`src/rtl/core/dcipid_pkg.sv`:
```
// Shared types and constants for the two-channel incremental PID controller.
package dcipid_pkg;

  localparam int CountWidth    = 16;
  localparam int ErrWidth      = 17;
  localparam int Diff1Width    = 18;
  localparam int Diff2Width    = 19;
  localparam int GainWidth     = 8;
  localparam int AccWidth      = 28;
  localparam int OpAWidth      = 28;
  localparam int OpBWidth      = GainWidth + 1;
  localparam int ProdWidth     = OpAWidth + OpBWidth;
  localparam int OutWidth      = 32;
  localparam int CfgIndexWidth = 4;
  localparam int NumChannels   = 2;

  localparam logic [GainWidth-1:0] KpReset    = 8'd12;
  localparam logic [GainWidth-1:0] KiReset    = 8'd3;
  localparam logic [GainWidth-1:0] KdReset    = 8'd2;
  localparam logic [GainWidth-1:0] ScaleReset = 8'd1;

  localparam logic [OutWidth-1:0] OutMax = {1'b0, {(OutWidth-1){1'b1}}};
  localparam logic [OutWidth-1:0] OutMin = {1'b1, {(OutWidth-1){1'b0}}};

  typedef enum logic [CfgIndexWidth-1:0] {
    REG_KP    = 4'd0,
    REG_KI    = 4'd1,
    REG_KD    = 4'd2,
    REG_SCALE = 4'd3
  } cfg_reg_t;

  typedef enum logic [2:0] {
    ST_IDLE,
    ST_DIFF,
    ST_MUL_P,
    ST_MUL_I,
    ST_MUL_D,
    ST_MUL_S,
    ST_DONE
  } state_t;

  typedef enum logic [1:0] {
    SEL_P,
    SEL_I,
    SEL_D,
    SEL_S
  } mul_sel_t;

  typedef struct packed {
    logic     load;
    logic     diff;
    logic     mac_en;
    logic     mac_first;
    logic     scale_en;
    mul_sel_t sel;
    logic     out_load;
  } dp_cmd_t;

  typedef struct packed {
    logic out_free;
  } dp_status_t;

endpackage

```
`src/rtl/core/dcipid_ctrl.sv`:
```
// Sequencing state machine for the PID datapath.
module dcipid_ctrl
  import dcipid_pkg::*;
(
  input  logic       clk,
  input  logic       rst,
  input  logic       s_tvalid,
  output logic       s_tready,
  input  dp_status_t status,
  output dp_cmd_t    cmd
);

  state_t state;
  state_t state_next;

  always_ff @(posedge clk) begin
    if (rst) begin
      state <= ST_IDLE;
    end else begin
      state <= state_next;
    end
  end

  always_comb begin
    state_next = state;
    unique case (state)
      ST_IDLE: begin
        if (s_tvalid) state_next = ST_DIFF;
      end
      ST_DIFF:  state_next = ST_MUL_P;
      ST_MUL_P: state_next = ST_MUL_I;
      ST_MUL_I: state_next = ST_MUL_D;
      ST_MUL_D: state_next = ST_MUL_S;
      ST_MUL_S: state_next = ST_DONE;
      ST_DONE: begin
        if (status.out_free) state_next = ST_IDLE;
      end
      default:  state_next = ST_IDLE;
    endcase
  end

  always_comb begin
    s_tready      = 1'b0;
    cmd           = '0;
    cmd.sel       = SEL_P;
    unique case (state)
      ST_IDLE: begin
        s_tready = 1'b1;
        cmd.load = s_tvalid;
      end
      ST_DIFF: begin
        cmd.diff = 1'b1;
      end
      ST_MUL_P: begin
        cmd.sel       = SEL_P;
        cmd.mac_en    = 1'b1;
        cmd.mac_first = 1'b1;
      end
      ST_MUL_I: begin
        cmd.sel    = SEL_I;
        cmd.mac_en = 1'b1;
      end
      ST_MUL_D: begin
        cmd.sel    = SEL_D;
        cmd.mac_en = 1'b1;
      end
      ST_MUL_S: begin
        cmd.sel      = SEL_S;
        cmd.scale_en = 1'b1;
      end
      ST_DONE: begin
        cmd.out_load = status.out_free;
      end
      default: begin
        s_tready = 1'b0;
      end
    endcase
  end

endmodule

```
`src/rtl/core/dcipid_dp.sv`:
```
// Datapath: gains, error history, shared multiplier, accumulator and output register.
module dcipid_dp
  import dcipid_pkg::*;
(
  input  logic                     clk,
  input  logic                     rst,
  input  dp_cmd_t                  cmd,
  output dp_status_t               status,
  input  logic                     channel,
  input  logic [CountWidth-1:0]    target_count,
  input  logic [CountWidth-1:0]    measured_count,
  input  logic                     cfg_write,
  input  logic [CfgIndexWidth-1:0] cfg_index,
  input  logic [GainWidth-1:0]     cfg_data,
  output logic                     out_valid,
  input  logic                     out_ready,
  output logic [OutWidth-1:0]      out_data
);

  logic [GainWidth-1:0] kp;
  logic [GainWidth-1:0] ki;
  logic [GainWidth-1:0] kd;
  logic [GainWidth-1:0] scale;

  logic signed [ErrWidth-1:0] hist_last [NumChannels];
  logic signed [ErrWidth-1:0] hist_prev [NumChannels];

  logic                         chan;
  logic signed [ErrWidth-1:0]   err;
  logic signed [ErrWidth-1:0]   e1;
  logic signed [ErrWidth-1:0]   e2;
  logic signed [Diff1Width-1:0] d1;
  logic signed [Diff2Width-1:0] d2;
  logic signed [AccWidth-1:0]   acc;
  logic signed [ProdWidth-1:0]  scaled;

  logic signed [OpAWidth-1:0]  op_a;
  logic signed [OpBWidth-1:0]  op_b;
  logic signed [ProdWidth-1:0] prod;
  logic signed [ErrWidth-1:0]  err_new;
  logic                        fits;
  logic [OutWidth-1:0]         sat;

  always_ff @(posedge clk) begin
    if (rst) begin
      kp    <= KpReset;
      ki    <= KiReset;
      kd    <= KdReset;
      scale <= ScaleReset;
    end else if (cfg_write) begin
      case (cfg_reg_t'(cfg_index))
        REG_KP:    kp    <= cfg_data;
        REG_KI:    ki    <= cfg_data;
        REG_KD:    kd    <= cfg_data;
        REG_SCALE: scale <= cfg_data;
        default:   ;
      endcase
    end
  end

  assign err_new = $signed({target_count[CountWidth-1], target_count})
                 - $signed({measured_count[CountWidth-1], measured_count});

  always_ff @(posedge clk) begin
    if (cmd.load) begin
      chan <= channel;
      err  <= err_new;
      e1   <= hist_last[channel];
      e2   <= hist_prev[channel];
    end
    if (cmd.diff) begin
      d1 <= Diff1Width'(err) - Diff1Width'(e1);
      d2 <= Diff2Width'(err) - (Diff2Width'(e1) <<< 1) + Diff2Width'(e2);
    end
  end

  always_ff @(posedge clk) begin
    if (rst) begin
      for (int i = 0; i < NumChannels; i++) begin
        hist_last[i] <= '0;
        hist_prev[i] <= '0;
      end
    end else if (cmd.diff) begin
      hist_prev[chan] <= e1;
      hist_last[chan] <= err;
    end
  end

  always_comb begin
    case (cmd.sel)
      SEL_P: begin
        op_a = OpAWidth'(d1);
        op_b = $signed({1'b0, kp});
      end
      SEL_I: begin
        op_a = OpAWidth'(err);
        op_b = $signed({1'b0, ki});
      end
      SEL_D: begin
        op_a = OpAWidth'(d2);
        op_b = $signed({1'b0, kd});
      end
      default: begin
        op_a = OpAWidth'(acc);
        op_b = $signed({1'b0, scale});
      end
    endcase
  end

  assign prod = op_a * op_b;

  always_ff @(posedge clk) begin
    if (cmd.mac_en) begin
      if (cmd.mac_first) begin
        acc <= AccWidth'(prod);
      end else begin
        acc <= acc + AccWidth'(prod);
      end
    end
    if (cmd.scale_en) begin
      scaled <= prod;
    end
  end

  assign fits = (scaled[ProdWidth-1:OutWidth-1] == '0)
             || (scaled[ProdWidth-1:OutWidth-1] == '1);

  always_comb begin
    if (fits) begin
      sat = scaled[OutWidth-1:0];
    end else if (scaled[ProdWidth-1]) begin
      sat = OutMin;
    end else begin
      sat = OutMax;
    end
  end

  always_ff @(posedge clk) begin
    if (rst) begin
      out_valid <= 1'b0;
    end else if (cmd.out_load) begin
      out_valid <= 1'b1;
    end else if (out_ready) begin
      out_valid <= 1'b0;
    end
  end

  always_ff @(posedge clk) begin
    if (cmd.out_load) begin
      out_data <= sat;
    end
  end

  assign status.out_free = !out_valid || out_ready;

endmodule

```
`src/rtl/core/dual_channel_incremental_pid.sv`:
```
// Top level of the two-channel incremental PID controller.
// Each input transaction selects a channel on s_tuser and carries a target and a measured
// encoder count; the block answers with one signed 32-bit drive increment,
// scale * (kp*(e-e1) + ki*e + kd*(e-2*e1+e2)) saturated to 32 bits, and then shifts that
// channel's error history. One multiplier is shared over the three gain terms and the output
// scale, so the four products follow each other in ST_MUL_P, ST_MUL_I, ST_MUL_D and ST_MUL_S
// after ST_DIFF forms the differences. The block takes no new item until the last result
// has been loaded into the output register. A new item is taken while a finished result still
// waits on the output; its result then holds until the output register is free. Gains must be
// written by the user through the cfg port only while the block is idle; the block itself
// does not enforce it. Indexes beyond the list are ignored.
module dual_channel_incremental_pid
  import dcipid_pkg::*;
(
  input  logic                     clk,
  input  logic                     rst,
  input  logic                     s_tvalid,
  output logic                     s_tready,
  input  logic [31:0]              s_tdata,   // target_count[15:0], measured_count[31:16]
  input  logic                     s_tuser,   // channel[0]
  output logic                     m_tvalid,
  input  logic                     m_tready,
  output logic [OutWidth-1:0]      m_tdata,   // drive_increment[31:0]
  input  logic                     cfg_valid,
  output logic                     cfg_ready,
  input  logic [CfgIndexWidth-1:0] cfg_index,
  input  logic [GainWidth-1:0]     cfg_data
);

  dp_cmd_t    cmd;
  dp_status_t status;

  assign cfg_ready = 1'b1;

  dcipid_ctrl u_ctrl (
    .clk      (clk),
    .rst      (rst),
    .s_tvalid (s_tvalid),
    .s_tready (s_tready),
    .status   (status),
    .cmd      (cmd)
  );

  dcipid_dp u_dp (
    .clk            (clk),
    .rst            (rst),
    .cmd            (cmd),
    .status         (status),
    .channel        (s_tuser),
    .target_count   (s_tdata[CountWidth-1:0]),
    .measured_count (s_tdata[2*CountWidth-1:CountWidth]),
    .cfg_write      (cfg_valid && cfg_ready),
    .cfg_index      (cfg_index),
    .cfg_data       (cfg_data),
    .out_valid      (m_tvalid),
    .out_ready      (m_tready),
    .out_data       (m_tdata)
  );

endmodule

```
`config.mk`:
```
export PLATFORM = sky130hd
export DESIGN_NAME = dual_channel_incremental_pid
export DESIGN_NICKNAME = d
export VERILOG_FILES = /design/src/rtl/core/dcipid_pkg.sv /design/src/rtl/core/dcipid_ctrl.sv /design/src/rtl/core/dcipid_dp.sv /design/src/rtl/core/dual_channel_incremental_pid.sv
export SDC_FILE = /design/constraint.sdc
export NUM_CORES = 1
export LEC_CHECK = 0
export BUFFER_PORTS_ARGS = -buffer_cell sky130_fd_sc_hd__buf_4
export CORE_MARGIN = 2
export CORE_UTILIZATION = 60
export CTS_CLUSTER_DIAMETER = 50
export DETAILED_ROUTE_END_ITERATION = 8
export PLACE_DENSITY_LB_ADDON = 0.3
export SKIP_LAST_GASP = 1
export SYNTH_ARGS = -nofsm -noshare
export SYNTH_HDL_FRONTEND = slang
export SYNTH_SLANG_ARGS = --single-unit
export TNS_END_PERCENT = 5
```
`constraint.sdc`:
```
create_clock -name clk -period 13.36 [get_ports clk]
set_input_delay 2.004 -clock clk [delete_from_list [all_inputs] [get_ports clk]]
set_output_delay 2.004 -clock clk [all_outputs]
set_load 0.01 [all_outputs]
```
## Word level (Yosys, flattened, before mapping)

Memories as Yosys holds them, arrays and structs flattened. A register that Yosys moved wholly into a read port is not among the register bits.
Index checks and enable logic that the tools add are counted.

- Add/sub/neg operators: 5
- Multipliers: 1
- Equal/unequal tests: 14
- Multiplexer cells: 29
- Reduce and logical (&&, ||, !) cells: 16

Operator list:

| cell | number |
|---|---|
| case mux 28 bit (3 select lines) | 1 |
| two-way mux 32 bit | 2 |
| multiplier 28 x 9 -> 37 bit | 1 |
| two-way mux 17 bit | 2 |
| OR reduction 17 bit | 2 |
| adder 28 bit | 1 |
| two-way mux 28 bit | 1 |
| case mux 8 bit (3 select lines) | 1 |
| case mux 3 bit (7 select lines) | 1 |
| adder 19 x 17 -> 19 bit | 1 |
| subtractor 17 x 18 -> 19 bit | 1 |
| two-way mux 1 bit | 18 |
| subtractor 17 x 17 -> 18 bit | 1 |
| subtractor 16 x 16 -> 17 bit | 1 |
| AND reduction 2 bit | 5 |
| == test 3 bit, second input constant | 3 |
| == test 4 x 2 -> 1 bit, second input constant | 2 |
| == test 3 x 2 -> 1 bit, second input constant | 2 |
| == test 6 bit, second input constant | 1 |
| logical NOT 6 bit | 1 |
| two-way mux 3 bit | 2 |
| case mux 2 bit (3 select lines) | 1 |
| == test 4 x 1 -> 1 bit, second input constant | 1 |
| logical NOT 4 bit | 1 |
| other kinds (11) | 12 |

- Flip-flop bits (word level): 188
- Memory bits (writable): 68
- Bits of input ports: 50
- Output and inout bits: 35
- Word-level logic and storage cells: 80
- Memories kept: 2

Memory list:

| name | depth | bits a word | read ports | clocked after memory_dff | write ports | RTL line | RTL |
|---|---|---|---|---|---|---|---|
| u_dp.hist_last | 2 | 17 | 1 | 1 | 2 | dcipid_dp.sv:25 | `logic signed [ErrWidth-1:0] hist_last [NumChannels];` |
| u_dp.hist_prev | 2 | 17 | 1 | 1 | 2 | dcipid_dp.sv:26 | `logic signed [ErrWidth-1:0] hist_prev [NumChannels];` |

## Longest topological paths before layout

- Word-level depth: 7
- Mapped depth: 36
- Depth with buffers taken out: 32

## Modules after synthesis

A second synthesis with hierarchy kept.

- Cells, all modules: 2184
- Area, all modules: 23028.3 um2

By module, submodules not included:

| module | times used | cells an instance | area each (um2) | sequential area each (um2) |
|---|---|---|---|---|
| dcipid_dp | 1 | 2156 | 22801.9 | 8287.9 |
| dcipid_ctrl | 1 | 26 | 215.2 | 60.1 |
| dual_channel_incremental_pid | 1 | 2 | 11.3 | 0.0 |

## Worst setup path after synthesis

OpenSTA, ideal clock, no wires.

- Path type: register to register
- Start point: register u_ctrl.state[1]
- End point: register u_dp.acc[27] (data pin)
- Setup time: 263 ps
- Arrival: 7337 ps
- Data required time: 13097 ps
- Path slack: 5760 ps
- Stages on the path, launching flop included: 37
- Path buffers: 6
- Clock period less this slack: 7600 ps
- Cells stage by stage: dfxtp_1 -> clkbuf_1 -> nand2b_1 -> clkbuf_1 -> nand2_1 -> clkbuf_1 -> nor2_1 -> a21oi_1 -> clkbuf_1 -> nand2_1 -> fa_1 -> inv_1 -> fa_1 -> fa_1 -> inv_1 -> fa_1 -> inv_1 -> ha_1 -> clkbuf_1 -> o21ai_0 -> nand2b_1 -> a31oi_1 -> o21ai_0 -> a21boi_0 -> o21ai_0 -> xnor2_1 -> ha_1 -> clkbuf_1 -> a21o_1 -> a21o_1 -> a21oi_1 -> o21ai_0 -> a21oi_1 -> o21ai_0 -> a21oi_1 -> o21ai_1 -> xor2_1

- Longest elaborated chain between the ends: 7
- Elaborated cells between the ends (all ways): 14
- Classes of those cells: add/sub: 1; mul: 1; eq/ne: 6; mux: 5; reduce/logical: 1

Ends and longest elaborated chain:

| what | RTL line | RTL |
|---|---|---|
| from (decl) | dcipid_ctrl.sv:13 | `state_t state;` |
| from (signal assigned) | dcipid_ctrl.sv:20 | `state <= state_next;` |
| == test 3 bit or == test 3 x 2 -> 1 bit (tied branches) | dcipid_ctrl.sv:46 | `unique case (state)` |
| case mux 2 bit (3 select lines) (*) | dcipid_ctrl.sv:46 |  |
| == test 2 bit (tied with other cells) | dcipid_dp.sv:90 | `case (cmd.sel)` |
| case mux 28 bit (3 select lines) or case mux 8 bit (3 select lines) (tied branches) | dcipid_dp.sv:90 |  |
| multiplier 28 x 9 -> 37 bit (*) | dcipid_dp.sv:110 | `assign prod = op_a * op_b;` |
| named net u_dp.prod[18] | dcipid_dp.sv:39 | `logic signed [ProdWidth-1:0] prod;` |
| adder 28 bit (*) | dcipid_dp.sv:117 | `acc <= acc + AccWidth'(prod);` |
| two-way mux 28 bit (*) | dcipid_dp.sv:114 | `if (cmd.mac_first) begin` |
| to (signal assigned) | dcipid_dp.sv:115 | `acc <= AccWidth'(prod);` |
| to (signal assigned) | dcipid_dp.sv:117 |  |
| to (decl) | dcipid_dp.sv:34 | `logic signed [AccWidth-1:0] acc;` |

The timed path passes the listed nets; every way through them passes the cells marked *.
A chain may end at the register's enable or synchronous reset.

## Final worst setup path

Same ends and word-level chain as after synthesis.

==> qor.yml <==
die_area_mm2: 0.0406
path_common_cell: "o21ai_0"
die_h_um: 201
max_freq_ghz: 0.105
worstSetupEndpointType: "register"
postSynthAreaPerCell_um2: 9.97
drc: 0
cts_buffers: 34
core-area_mm2: 0.0386
wire_per_inst_um: 17.1
fin_crit_sh_pct: 71.3
cts_tree: "done"
insertion_delay_ns: 0.55
fin_tns_setup_ns: 0
clk_path_buf_depth: 3
cts.sinks: 290
cts_root_buf: "clkbuf_16"
die_w_um: 201
track_usage_pct: 25.7
grt_overflow: 0
whs_path_depth: 2
synth_edf_count: 254
firstDrtPassIters: 5
rsz0062_at_grt: "no"
hold_path_class: "reg -> reg"
diodes: 0
cpPeakStageDelay_ns: 0.69
num_vias: 16700
cts_setup_buffers: 0
h-tree-depth: 2
max_cap_viol_count: 0
synth.distinct_cells: 69
synth_warnings: 0
cts_hold_buf: 0
crit_type: "reg -> reg"
cts_resized: 0
worstPathArrival_ns: 9.81
clk_pin_slew_ns: 0.06
slowest_stage: "nand2b_1"
layout_common_cells: "inv_1 (364), edfxtp_1 (254), nor2_1 (230)"
rr_worst_depth: 35
vias_per_cell: 5.68
setup_viol: 0
status: "completed"
drt_wl_total_um: 50300
worst_slack_ns: 3.84
gp_congestion: 0.890
drive_gt1_share_pct: 10.1
path_max_fanout: 64
ys_seq_area_share_pct: 35.7
drtIter0Drc: 861
hold_viol_final: 0
port_buffers: 83
area_growth_pct: 9.90
cp-start-kind: "register"
skew_ns: 0.0367
period_needed_ns: 9.52
nFillCells: 3014
row_count: 72
synthArstFlopShare_pct: 0
layout_commonest_cell: "inv_1"
multi_input_area_mm2: 0.0134
seqCellArea_mm2: 0.00835
grt_pass1_vias: 17100
grt_max_degree: 70
antenna_found_initial: 0
grt_pass1_wl_um: 84000
netlist_area_mm2: 0.0234
synth_nets: 2743
r2r_slack_ns: 3.84
relSlewSlack_pct: 26.5
slew_viol_final: 0
place_worst_setup_slack_ns: 3.99
postSynthCellCount: 2344
required_ns: 13.64
ys_seq_elements: 290
worst_pin_slew_ns: 1.10
dp.final_hpwl_um: 38700
postRouteAntennaNets: 0
io_pins: 85
synth_ff_type: "edfxtp_1"
nNetsFinal: 2802
start_util_pct: 60.6
-- layout make-up --
cell class	count	area share, %
flip-flops and latches	290	32.5
repair buffers	105	3.07
inverters	364	5.32
clock buffers	41	3.46
well taps	518	2.52
clock inverters	21	0.906
multi-input cells	1608	52.2
-- cell usage after synthesis, types with 4 or more instances --
cell type	number	area share, %
ha_1	155	8.3
o21a_1	28	0.90
and3_1	16	0.43
dfxtp_1	36	3.1
mux2i_1	25	1.1
nand2b_1	16	0.43
o221a_2	14	0.67
nand2_1	201	3.2
nand3_1	17	0.36
a21boi_0	7	0.22
or2_2	7	0.19
o21bai_1	9	0.29
inv_1	364	5.8
a21o_1	67	2.2
nand4_1	6	0.16
o31ai_1	5	0.16
mux2_2	38	1.8
o211ai_1	9	0.29
a221oi_1	4	0.15
o221ai_1	22	0.82
edfxtp_1	254	33
a211o_1	8	0.30
clkbuf_1	70	1.1
a211oi_1	12	0.39
a31oi_1	5	0.13
nor2b_1	42	1.1
and2_1	71	1.9
a2111oi_0	6	0.22
o21ai_0	75	1.6
xnor2_1	69	2.6
fa_1	194	17
a221o_1	5	0.21
nor2_1	234	3.8
xor2_1	29	1.1
buf_1	9	0.14
or3_1	12	0.32
nor3_1	28	0.60
o22ai_1	26	0.70
a21oi_1	103	2.2
-- stage by stage --
stage | cells | instance area (um2) | hold slack, ns | util, %
floorplan | 2344 | 23400 | 0.436 | -
global placement | 2885 | 24600 | 0.456 | 63.7
detailed placement | 2885 | 24600 | 0.455 | 63.7
CTS | 2947 | 25700 | 0.507 | 66.6
global route | 2947 | 25700 | 0.525 | 66.6
finish | 2947 | 25700 | 0.500 | 66.6
-- critical path: cells and delay by family (launching register included) --
| family | cells | cell delay (ns) |
|---|---|---|
| AOI/OAI and AO/OA | 15 | 2.97 |
| buffers and inverters | 7 | 1.51 |
| adders and majority gates | 7 | 2.26 |
| DFF | 1 | 0.31 |
| and+or+nand+nor | 4 | 1.70 |
| xor gates and xnor gates | 2 | 0.47 |
-- worst paths after layout --
kind / startpoint / endpoint
worst max-delay path: u_ctrl.state[1] / u_dp.acc[27]
worst min register to register: u_dp.scale[2] / u_dp.scale[2]
worst min-delay path: u_dp.scale[2] / u_dp.scale[2]
worst max register to register: u_ctrl.state[1] / u_dp.acc[27]
-- cells by family (layout without fill, tap and decap cells) --
family | count (synthesis) | in the layout | share of synthesized area [%]
simple gates | 665 | 665 | 13.0
mux | 63 | 63 | 2.90
xor+xnor | 98 | 98 | 3.67
flops | 290 | 290 | 35.7
other cells | 1 | 1 | 0.0160
fa+ha+maj | 349 | 349 | 24.9
compound gates | 432 | 432 | 12.6
buf+inv | 446 | 531 | 7.19
-- routing by layer --
metal  track usage, %  vias to the layer above  routed length, um
li1                 -                     8007                  -
met5                0                        -                  0
met3             3.40                       89               2930
met4             8.67                        0               1320
met2             43.9                      472              24500
met1             33.9                     8175              21500
-- flip-flops by register name, indices dropped and copies added (netlist names), 18 cells and up --
| name | flops |
|---|---|
| u_dp.hist_prev | 34 |
| u_dp.d1 | 18 |
| u_dp.scaled | 37 |
| u_dp.out_data | 32 |
| u_dp.d2 | 19 |
| u_dp.hist_last | 34 |
| u_dp.acc | 28 |
Power is left out: the tool's default activity adds up to more than one toggle a clock period on the data nets, which glitch-free logic cannot reach.
